$ cat src/sv/adq_pkg.sv
package adq_pkg;

  localparam int ACT_W   = 3;
  localparam int ST_W    = 2;
  localparam int FIELD_W = 32;

  localparam logic [ACT_W-1:0] ACT_INS_REAR  = 3'd0;
  localparam logic [ACT_W-1:0] ACT_INS_FRONT = 3'd1;
  localparam logic [ACT_W-1:0] ACT_DEL_REAR  = 3'd2;
  localparam logic [ACT_W-1:0] ACT_DEL_FRONT = 3'd3;
  localparam logic [ACT_W-1:0] ACT_DUMP      = 3'd4;

  localparam logic [ST_W-1:0] STAT_OK            = 2'd0;
  localparam logic [ST_W-1:0] STAT_OVERFLOW      = 2'd1;
  localparam logic [ST_W-1:0] STAT_FRONT_BLOCKED = 2'd2;
  localparam logic [ST_W-1:0] STAT_EMPTY         = 2'd3;

endpackage

$ cat src/sv/array_double_ended_queue.sv
// Non-circular array deque with a front index and a rear index.
// Command channel: an item (in_action, in_item_value) transfers at a rising
// edge where start is high and busy is low. Actions: insert at rear, insert
// at front, delete at rear, delete at front, dump.
// Result channel: each result sits on out_value/out_status/out_last for one
// cycle, flagged by out_valid. The receiver cannot stall; every result is
// taken in the cycle it appears. out_last marks the final result of an item.
// Results per action:
//   inserts, failed commands and commands on an empty deque: one result in
//   the cycle after the transfer; busy stays low, so one item per cycle.
//   deletes: the slot is read from the synchronous memory, so the result
//   passes the read port register, then the output registers; busy is high
//   while the read state reports the slot.
//   dump of n held values: results stream one per cycle; busy stays high
//   until the last one, a pace set by the single memory read port.
// Unused action codes give no result.
// Reset (rst_n low, synchronous) empties the deque (front 0, rear at the
// empty position) and drops any result in flight. Slot contents are not
// cleared; only written slots are ever read.
module array_double_ended_queue #(
  parameter int DEPTH      = 8,
  parameter int DATA_WIDTH = 32
) (
  input  logic                               clk,
  input  logic                               rst_n,
  input  logic                               start,
  output logic                               busy,
  input  logic [adq_pkg::ACT_W-1:0]          in_action,
  input  logic signed [adq_pkg::FIELD_W-1:0] in_item_value,
  output logic                               out_valid,
  output logic signed [adq_pkg::FIELD_W-1:0] out_value,
  output logic [adq_pkg::ST_W-1:0]           out_status,
  output logic                               out_last
);

  import adq_pkg::*;

  localparam int IDX_W = $clog2(DEPTH);

  // rear index carries one extra bit: all ones is the empty position
  localparam logic [IDX_W:0]   REAR_LAST  = (IDX_W+1)'(DEPTH - 1);
  localparam logic [IDX_W:0]   REAR_EMPTY = '1;
  localparam logic [IDX_W-1:0] IDX_ONE    = IDX_W'(1);

  typedef enum logic [1:0] {
    S_IDLE = 2'b01,
    S_READ = 2'b10
  } state_t;

  state_t state_r, state_nxt;

  logic [IDX_W-1:0] front_r, front_nxt;
  logic [IDX_W:0]   rear_r, rear_nxt;
  logic [IDX_W-1:0] ptr_r, ptr_nxt;     // slot whose data sits on the read port
  logic [IDX_W-1:0] end_r, end_nxt;     // last slot to be reported

  logic                  out_valid_r, out_valid_nxt;
  logic [FIELD_W-1:0]    out_value_r, out_value_nxt;
  logic [ST_W-1:0]       out_status_r, out_status_nxt;
  logic                  out_last_r, out_last_nxt;

  logic                  mem_we, mem_re;
  logic [IDX_W-1:0]      mem_waddr, mem_raddr;
  logic [DATA_WIDTH-1:0] mem_wdata, mem_rdata;

  logic                  accept;
  logic                  empty;
  logic [IDX_W-1:0]      rear_lo;
  logic                  one_left;

  logic [FIELD_W+DATA_WIDTH-1:0] in_ext;
  logic [FIELD_W+DATA_WIDTH-1:0] rd_ext;

  assign busy     = (state_r != S_IDLE);
  assign accept   = start && !busy;
  assign empty    = rear_r[IDX_W];
  assign rear_lo  = rear_r[IDX_W-1:0];
  assign one_left = (front_r == rear_lo);

  // store the low DATA_WIDTH bits; report the low field bits, zero-extended
  assign in_ext    = {{DATA_WIDTH{1'b0}}, in_item_value};
  assign mem_wdata = in_ext[DATA_WIDTH-1:0];
  assign rd_ext    = {{FIELD_W{1'b0}}, mem_rdata};

  adq_mem #(
    .DEPTH      (DEPTH),
    .DATA_WIDTH (DATA_WIDTH)
  ) u_mem (
    .clk   (clk),
    .we    (mem_we),
    .waddr (mem_waddr),
    .wdata (mem_wdata),
    .re    (mem_re),
    .raddr (mem_raddr),
    .rdata (mem_rdata)
  );

  always_comb begin
    state_nxt      = state_r;
    front_nxt      = front_r;
    rear_nxt       = rear_r;
    ptr_nxt        = ptr_r;
    end_nxt        = end_r;
    out_valid_nxt  = 1'b0;
    out_value_nxt  = '0;
    out_status_nxt = STAT_OK;
    out_last_nxt   = 1'b1;
    mem_we         = 1'b0;
    mem_waddr      = '0;
    mem_re         = 1'b0;
    mem_raddr      = '0;

    case (state_r)
      S_IDLE: begin
        if (accept) begin
          case (in_action)
            ACT_INS_REAR: begin
              out_valid_nxt = 1'b1;
              if (rear_r == REAR_LAST) begin
                out_status_nxt = STAT_OVERFLOW;
              end else begin
                rear_nxt  = rear_r + 1'b1;
                mem_we    = 1'b1;
                mem_waddr = rear_nxt[IDX_W-1:0];
              end
            end
            ACT_INS_FRONT: begin
              out_valid_nxt = 1'b1;
              if (empty) begin
                rear_nxt  = '0;
                mem_we    = 1'b1;
                mem_waddr = '0;
              end else if (front_r != '0) begin
                front_nxt = front_r - IDX_ONE;
                mem_we    = 1'b1;
                mem_waddr = front_nxt;
              end else begin
                out_status_nxt = STAT_FRONT_BLOCKED;
              end
            end
            ACT_DEL_REAR: begin
              if (empty) begin
                out_valid_nxt  = 1'b1;
                out_status_nxt = STAT_EMPTY;
              end else begin
                mem_re    = 1'b1;
                mem_raddr = rear_lo;
                ptr_nxt   = rear_lo;
                end_nxt   = rear_lo;
                state_nxt = S_READ;
                // drained: return to the empty position
                if (one_left) begin
                  front_nxt = '0;
                  rear_nxt  = REAR_EMPTY;
                end else begin
                  rear_nxt = rear_r - 1'b1;
                end
              end
            end
            ACT_DEL_FRONT: begin
              if (empty) begin
                out_valid_nxt  = 1'b1;
                out_status_nxt = STAT_EMPTY;
              end else begin
                mem_re    = 1'b1;
                mem_raddr = front_r;
                ptr_nxt   = front_r;
                end_nxt   = front_r;
                state_nxt = S_READ;
                if (one_left) begin
                  front_nxt = '0;
                  rear_nxt  = REAR_EMPTY;
                end else begin
                  front_nxt = front_r + IDX_ONE;
                end
              end
            end
            ACT_DUMP: begin
              if (empty) begin
                out_valid_nxt  = 1'b1;
                out_status_nxt = STAT_EMPTY;
              end else begin
                mem_re    = 1'b1;
                mem_raddr = front_r;
                ptr_nxt   = front_r;
                end_nxt   = rear_lo;
                state_nxt = S_READ;
              end
            end
            default: begin
              // unused codes: drop silently
            end
          endcase
        end
      end
      S_READ: begin
        // report the slot on the read port, fetch the next one if any
        out_valid_nxt = 1'b1;
        out_value_nxt = rd_ext[FIELD_W-1:0];
        out_last_nxt  = (ptr_r == end_r);
        if (ptr_r == end_r) begin
          state_nxt = S_IDLE;
        end else begin
          ptr_nxt   = ptr_r + IDX_ONE;
          mem_re    = 1'b1;
          mem_raddr = ptr_nxt;
        end
      end
      default: begin
        state_nxt = S_IDLE;
      end
    endcase
  end

  always_ff @(posedge clk) begin
    if (!rst_n) begin
      state_r     <= S_IDLE;
      front_r     <= '0;
      rear_r      <= REAR_EMPTY;
      out_valid_r <= 1'b0;
    end else begin
      state_r     <= state_nxt;
      front_r     <= front_nxt;
      rear_r      <= rear_nxt;
      out_valid_r <= out_valid_nxt;
    end
  end

  // payload registers: no reset
  always_ff @(posedge clk) begin
    ptr_r        <= ptr_nxt;
    end_r        <= end_nxt;
    out_value_r  <= out_value_nxt;
    out_status_r <= out_status_nxt;
    out_last_r   <= out_last_nxt;
  end

  assign out_valid  = out_valid_r;
  assign out_value  = out_value_r;
  assign out_status = out_status_r;
  assign out_last   = out_last_r;

`ifndef SYNTH
  a_empty_pos : assert property (@(posedge clk) disable iff (!rst_n)
    empty |-> (front_r == '0) && (rear_r == REAR_EMPTY))
    else $error("empty deque not at the empty position");

  a_order : assert property (@(posedge clk) disable iff (!rst_n)
    !empty |-> (front_r <= rear_lo))
    else $error("front index beyond rear index");

  a_read_result : assert property (@(posedge clk) disable iff (!rst_n)
    (state_r == S_READ) |=> out_valid && (out_status == STAT_OK))
    else $error("read cycle gave no ok result");

  a_insert_result : assert property (@(posedge clk) disable iff (!rst_n)
    (accept && (in_action == ACT_INS_REAR || in_action == ACT_INS_FRONT))
      |=> out_valid && out_last && (out_value == '0))
    else $error("insert gave no single result");

  a_fail_last : assert property (@(posedge clk) disable iff (!rst_n)
    (out_valid && (out_status != STAT_OK)) |-> out_last && (out_value == '0))
    else $error("failure result not final or not zero");
`endif

endmodule

$ cat src/sv/adq_mem.sv
module adq_mem #(
  parameter int DEPTH      = 8,
  parameter int DATA_WIDTH = 32
) (
  input  logic                     clk,
  input  logic                     we,
  input  logic [$clog2(DEPTH)-1:0] waddr,
  input  logic [DATA_WIDTH-1:0]    wdata,
  input  logic                     re,
  input  logic [$clog2(DEPTH)-1:0] raddr,
  output logic [DATA_WIDTH-1:0]    rdata
);

  logic [DATA_WIDTH-1:0] mem [DEPTH];
  logic [DATA_WIDTH-1:0] rdata_r;

  always_ff @(posedge clk) begin
    if (we) begin
      mem[waddr] <= wdata;
    end
  end

  // registered read port
  always_ff @(posedge clk) begin
    if (re) begin
      rdata_r <= mem[raddr];
    end
  end

  assign rdata = rdata_r;

endmodule
$ cat config.mk
export PLATFORM = sky130hd
export DESIGN_NAME = array_double_ended_queue
export DESIGN_NICKNAME = d
export VERILOG_FILES = /design/src/sv/adq_pkg.sv /design/src/sv/array_double_ended_queue.sv /design/src/sv/adq_mem.sv
export SDC_FILE = /design/constraint.sdc
export NUM_CORES = 1
export LEC_CHECK = 0
export BUFFER_PORTS_ARGS = -buffer_cell sky130_fd_sc_hd__buf_4
export CAP_MARGIN = 20
export CORE_MARGIN = 3
export CORE_UTILIZATION = 32
export DETAILED_ROUTE_END_ITERATION = 12
export SETUP_SLACK_MARGIN = 0.02
export SKIP_LAST_GASP = 1
export SLEW_MARGIN = 20
export SYNTH_ARGS = -nofsm -noshare
export SYNTH_HDL_FRONTEND = slang
export SYNTH_SLANG_ARGS = --single-unit
$ cat constraint.sdc
create_clock -name clk -period 7.9 [get_ports clk]
set_input_delay 1.185 -clock clk [delete_from_list [all_inputs] [get_ports clk]]
set_output_delay 1.185 -clock clk [all_outputs]
set_load 0.02 [all_outputs]
==> results.cfg, run 1 <==
[cells_and_area]
drive_above_1_share = 0.240
fin_nets = 953
fillers = 3824
area_growth_pct = 16.1
n_antenna_cell = 0
postLayoutCellArea_mm2 = 0.0158
final_common_cell = edfxtp_1
final_cell_mix = edfxtp_1 (294), mux2i_1 (129), buf_4 (92)

[clocking]
ctsHoldBuffers = 0
clk_latency_ns = 0.52
path_clk_slew_ns = 0.06
cts-root-buf = clkbuf_16
postCtsSetupBuffers = 0
htreeDepth = 2
cts_buffers = 34
cts_tree = done
clock-sinks = 339
cts_buffer_depth = 3
post_cts_resize_count = 0

[synth]
avgSynthCellArea_um2 = 16.5
ys_async_sr_fraction = 0
ys_warn_count = 0
synth_nets = 874
synth_mux_area_frac = 0.0955
seq_area_frac_synth = 0.714
synth_fa_ha_area_frac = 0.00734
synthFlopType = edfxtp_1
synth_cell_type_count = 59
synthXorXnorAreaFrac = 0.00642
synth-simple-area-share = 0.0669
ys_ff_latch = 339
synth_edf_count = 294
syn_area_mm2 = 0.0136
synth_compound_area_frac = 0.0831
synth_top_family_by_area = multiplexers
netlist_instances = 828

[timing]
tightest_slew_ns = 0.749
max_freq_mhz = 235
period_share = 0.538
setup_viol = 0
hold_viol = 0
grt_setup_unrepaired = no
period_needed_ns = 4.25
finalSetupTns_ns = 0
whs_ns = 0.444
clock_skew_ns = 0.0143
fin_ws_ns = 3.65
final_max_slew_viol_count = 0
relSlewSlack = 0.501

[drt]
ant_nets = 0
wl_per_cell_um = 19.5
via_per_inst = 4.88
drc = 0
drt_iter0_drc = 390
drt_wl_total_um = 28600
drtPass1Iterations = 5
dr_total_vias = 7146

[place]
post-dp-hpwl_um = 16100
post-place-ws_ns = 3.12
placed_area_mm2 = 0.0147
gp_congestion = 0.816
io_buffers = 74

[grt]
grt_max_degree = 40
antenna_found_initial = 1
overflow = 0
grt_pass1_wl_um = 43400
grtUsageTotal = 0.126
grt_pass1_vias = 7187

[worst_setup_path]
crit_required_ns = 8.14
reg2regPathDepth = 8
timing.rr.end = u_mem.rdata[26]
worstSetupEndpointType = flip-flop
ff2ff_setup_slack_ns = 4.27
worstPathArrival_ns = 4.49
crit_type = in -> reg
rr_startpoint = rear_r[0]
start_kind = input pin
crit_path_max_fanout = 36

[power]
ir_drop_uv = 136
p_leak_uw = 0.00565
p_per_area_mw_per_mm2 = 230

[min_path]
min_path_cells = 1
min_path_type = reg -> reg
hp-start = u_mem.rdata[0]
holdPathEnd = out_value[0]

[floorplan]
die_h_um = 212
start_util = 0.329
ios = 75
rows = 74
core_area_mm2 = 0.0415
die_area_mm2 = 0.0451
die_w_um = 212

[run]
drv_cap = 0

[outcome]
status = finished, final reports clean
## cells in the mapped netlist (3+ instances only)
| cell type | number | area [µm²] |
|---|---|---|
| a21oi_1 | 18 | 90.1 |
| buf_4 | 8 | 60.1 |
| a311oi_1 | 4 | 35.0 |
| a22o_1 | 31 | 272 |
| nor2b_1 | 7 | 43.8 |
| clkbuf_1 | 14 | 52.6 |
| nand3_1 | 7 | 35.0 |
| xnor2_1 | 4 | 35.0 |
| xor2_1 | 6 | 52.6 |
| or3_1 | 5 | 31.3 |
| edfxtp_1 | 294 | 8830 |
| dfxtp_1 | 45 | 901 |
| buf_2 | 16 | 80.1 |
| and2_1 | 32 | 200 |
| nor2_1 | 28 | 105 |
| inv_1 | 11 | 41.3 |
| nand2_1 | 18 | 67.6 |
| o21ai_0 | 16 | 80.1 |
| nor3_1 | 6 | 30.0 |
| nand2b_1 | 5 | 31.3 |
| ha_1 | 8 | 100 |
| buf_12 | 3 | 60.1 |
| mux2i_1 | 129 | 1290 |
| and3_1 | 4 | 25.0 |
| buf_6 | 5 | 56.3 |
| or2_2 | 32 | 200 |
| a221oi_2 | 32 | 480 |
## layout make-up
type                            instances  area [µm²]  area share
Tap cell                              532         666      0.0421
Clock inverter                         14         139     0.00877
Timing Repair Buffer                   92         691      0.0436
Multi-Input combinational cell        428        3610       0.228
Clock buffer                           48         945      0.0597
Inverter                               12        45.0     0.00285
Sequential cell                       339        9730       0.615
## sequential cells by signal, summed over array words and instances, names as in the netlist
| signal | cells |
|---|---|
| end_r | 3 |
| u_mem.rdata | 32 |
| ptr_r | 3 |
| state_r | 2 |
| out_last | 1 |
| front_r | 3 |
| out_status | 2 |
| out_value | 32 |
| out_valid | 1 |
| u_mem.mem | 256 |
| rear_r | 4 |
## routing by layer
metal / vias up / global-route usage / routed length (µm)
met4: 2 / 0.0321 / 427
li1: 3351 / - / -
met1: 3583 / 0.166 / 12600
met3: 34 / 0.0280 / 1680
met5: - / 0 / 13
met2: 176 / 0.211 / 13800
## critical path: stages
cell and delay, ns:
buf_4 0.19, nor2b_1 0.50, a311oi_1 0.19, o32a_2 0.37, buf_4 0.30, nor2_8 0.59, buf_4 0.66, mux2i_1 0.31
a221oi_2 0.10
## worst max path at each step
| stage | cells past startpoint | slack, ns | from | end |
|---|---|---|---|---|
| finish | 9 | 3.65 | in_action[1] | u_mem.rdata[26] |
| CTS | 9 | 3.68 | in_action[1] | u_mem.rdata[26] |
| floorplan | 7 | 3.03 | in_action[1] | u_mem.mem[7][0] |
| global placement | 9 | 3.24 | in_action[1] | u_mem.rdata[22] |
| global route | 9 | 3.50 | in_action[1] | u_mem.rdata[22] |
| detailed placement | 9 | 3.12 | in_action[1] | u_mem.rdata[26] |
## power by group
part | switching (µW) | internal [µW]
registers | 8.46 | 1960
logic | 71.6 | 46.1
clock network | 656 | 906
## cell families (layout without fill, tap and decap cells)
kind of cell,Yosys count,after routing
and+or+nand+nor,158,158
muxes,130,130
buffers and inverters,61,166
DFF,339,339
AOI/OAI and AO/OA,122,122
xor gates and xnor gates,10,10
adders and majority gates,8,8
## per-stage QoR
| step | cells | utilization | power (µW) |
|---|---|---|---|
| final | 1465 | 0.382 | 3650 |
| after global routing | 1465 | 0.382 | 3780 |
| after CTS | 1465 | 0.382 | 3690 |
| after detailed placement | 1403 | 0.355 | 2120 |
| after global placement | 1403 | 0.355 | 2120 |
| after floorplan | 828 | - | 2070 |
No activity file was read; power rests on OpenSTA's default activity.
==> run 2: changes to the inputs <==
Clock period 7.9 ns to 3.95 ns, I/O delays scaled along.
==> run 2 against run 1 <==
Effect of this change:
- sequential share of layout area fell by 0.71 points
- cell count up 0.75%
- via count increased by 1.4%
- clock skew increased by 0.0048 ns
- critical path depth fell by 1
- non-clock buffer count increased by 8
- clock power increased by 110%
- worst hold slack worse by 0.14 ns
- die area unchanged
- clock-buffer cell count grew 7
- register-to-register slack got worse by 3.4 ns
- sequential cell count unchanged
- critical path type is now reg -> reg
==> results.cfg, run 2 (synthesis gave the netlist of run 1 again) <==
[grt]
antenna_found_initial = 2
grt_pass1_wl_um = 44600
grtUsageTotal = 0.129
grt_use_met3 = 0.0276
gr-usage-met2 = 0.220
grt_max_degree = 40
met1_usage = 0.166
grt_pass1_vias = 7501
overflow = 0
grt-busiest-layer = met2

[drt]
drt_iter0_drc = 468
via_per_inst = 4.91
dr_total_vias = 7246
drtPass1Iterations = 5
wl_per_cell_um = 19.8
drc = 0
drt_wl_total_um = 29300
ant_nets = 0

[floorplan]
die_h_um = 212
start_util = 0.329
ios = 75
die_area_mm2 = 0.0451
die_w_um = 212
core_area_mm2 = 0.0415
rows = 74

[timing]
final_max_slew_viol_count = 0
fin_ws_ns = 0.872
tightest_slew_ns = 0.601
setup_viol = 0
relSlewSlack = 0.599
period_needed_ns = 3.08
clock_skew_ns = 0.0191
hold_viol = 0
max_freq_mhz = 325
grt_setup_unrepaired = no
period_share = 0.779

[worst_setup_path]
cp_slowest_cell = dfxtp_1
timing.rr.end = u_mem.mem[6][14]
crit_path_frequent_cell = nand2_1
start_kind = flip-flop
crit_chain = ha_1, nand2_1, o21ai_0, o22ai_1, nand2b_1, nand2_1, nor3_2, buf_12
rr_startpoint = rear_r[0]
worstSetupEndpointType = flip-flop
crit_required_ns = 4.15
cpPeakStageDelay_ns = 0.61
ff2ff_setup_slack_ns = 0.87
crit_path_max_fanout = 32
crit_type = reg -> reg
worstPathBufferInverterCount = 1
reg2regPathDepth = 8
cpLargestDelayFamily = simple AND/OR/NAND/NOR gates
worstPathArrival_ns = 3.27

[place]
post-dp-hpwl_um = 16500
gp_congestion = 0.846
io_buffers = 74
placed_area_mm2 = 0.0149
post-place-ws_ns = 0.755

[cells_and_area]
drive_above_1_share = 0.248
fillers = 3798
final_common_cell = edfxtp_1
fin_nets = 962
final_cell_mix = edfxtp_1 (294), mux2i_1 (129), buf_4 (94)
postLayoutCellArea_mm2 = 0.0160
area_growth_pct = 17.5
max_flop_register = u_mem.mem
largest_register_ffs = 256

[clocking]
path_clk_slew_ns = 0.06
ctsHoldBuffers = 0
clk_latency_ns = 0.52
cts-root-buf = clkbuf_16
cts_buffers = 35
clock-sinks = 339
post_cts_resize_count = 0
postCtsSetupBuffers = 0
cts_tree = done
cts_buffer_depth = 3
htreeDepth = 2

[min_path]
min_path_type = in -> reg
hp-start = in_item_value[0]
holdPathEnd = u_mem.mem[5][0]
min_path_cells = 1

[outcome]
status = finished, final reports clean

[power]
ir_drop_uv = 268
p_leak_uw = 0.00574
p_per_area_mw_per_mm2 = 462

[run]
drv_cap = 0
[run 2: area by class of cell]
class / count / area (µm²) / area share
Antenna cell: 1 / 2.50 / 0.000156
Clock buffer: 55 / 1020 / 0.0638
Clock inverter: 9 / 108 / 0.00672
Inverter: 12 / 45.0 / 0.00281
Multi-Input combinational cell: 428 / 3610 / 0.226
Sequential cell: 339 / 9730 / 0.608
Tap cell: 532 / 666 / 0.0416
Timing Repair Buffer: 100 / 826 / 0.0516
[run 2: per-stage QoR]
stage | hold slack [ns] | utilization | total power, µW | TNS, ns | cells
6_report | 0.301 | 0.386 | 7400 | 0 | 1476
5_1_grt | 0.290 | 0.386 | 7660 | 0 | 1476
4_1_cts | 0.278 | 0.386 | 7500 | 0 | 1475
3_5_place_dp | 0.432 | 0.359 | 4250 | 0 | 1411
3_3_place_gp | 0.428 | 0.359 | 4240 | 0 | 1411
2_1_floorplan | 0.426 | - | 4140 | -20.77 | 828
[run 2: worst max-delay path by stage]
stage                     slack (ns)          endpoint          from  cells after the start
after floorplan                -0.32   u_mem.mem[7][0]  in_action[1]                      7
after global placement          0.83   u_mem.rdata[12]  in_action[1]                      8
after detailed placement        0.76    u_mem.rdata[8]  in_action[1]                      8
after CTS                       0.85  u_mem.mem[6][22]     rear_r[0]                      8
after global routing            0.70  u_mem.mem[5][25]    front_r[0]                      8
final                           0.87  u_mem.mem[6][14]     rear_r[0]                      8
[run 2: report_power, final]
part / internal (µW) / leakage (µW) / switching (µW) / total (µW)
Combinational: 94.9 / 0.00218 / 144 / 239
Sequential: 3910 / 0.00301 / 17.5 / 3930
Clock: 1920 / 0.000551 / 1310 / 3230
Total: 5930 / 0.00574 / 1480 / 7400
[run 2: routing by layer]
layer,part of all wire,up-vias
li1,-,3378
met1,0.43,3660
met2,0.49,155
met3,0.052,51
met4,0.025,2
met5,0.00055,-
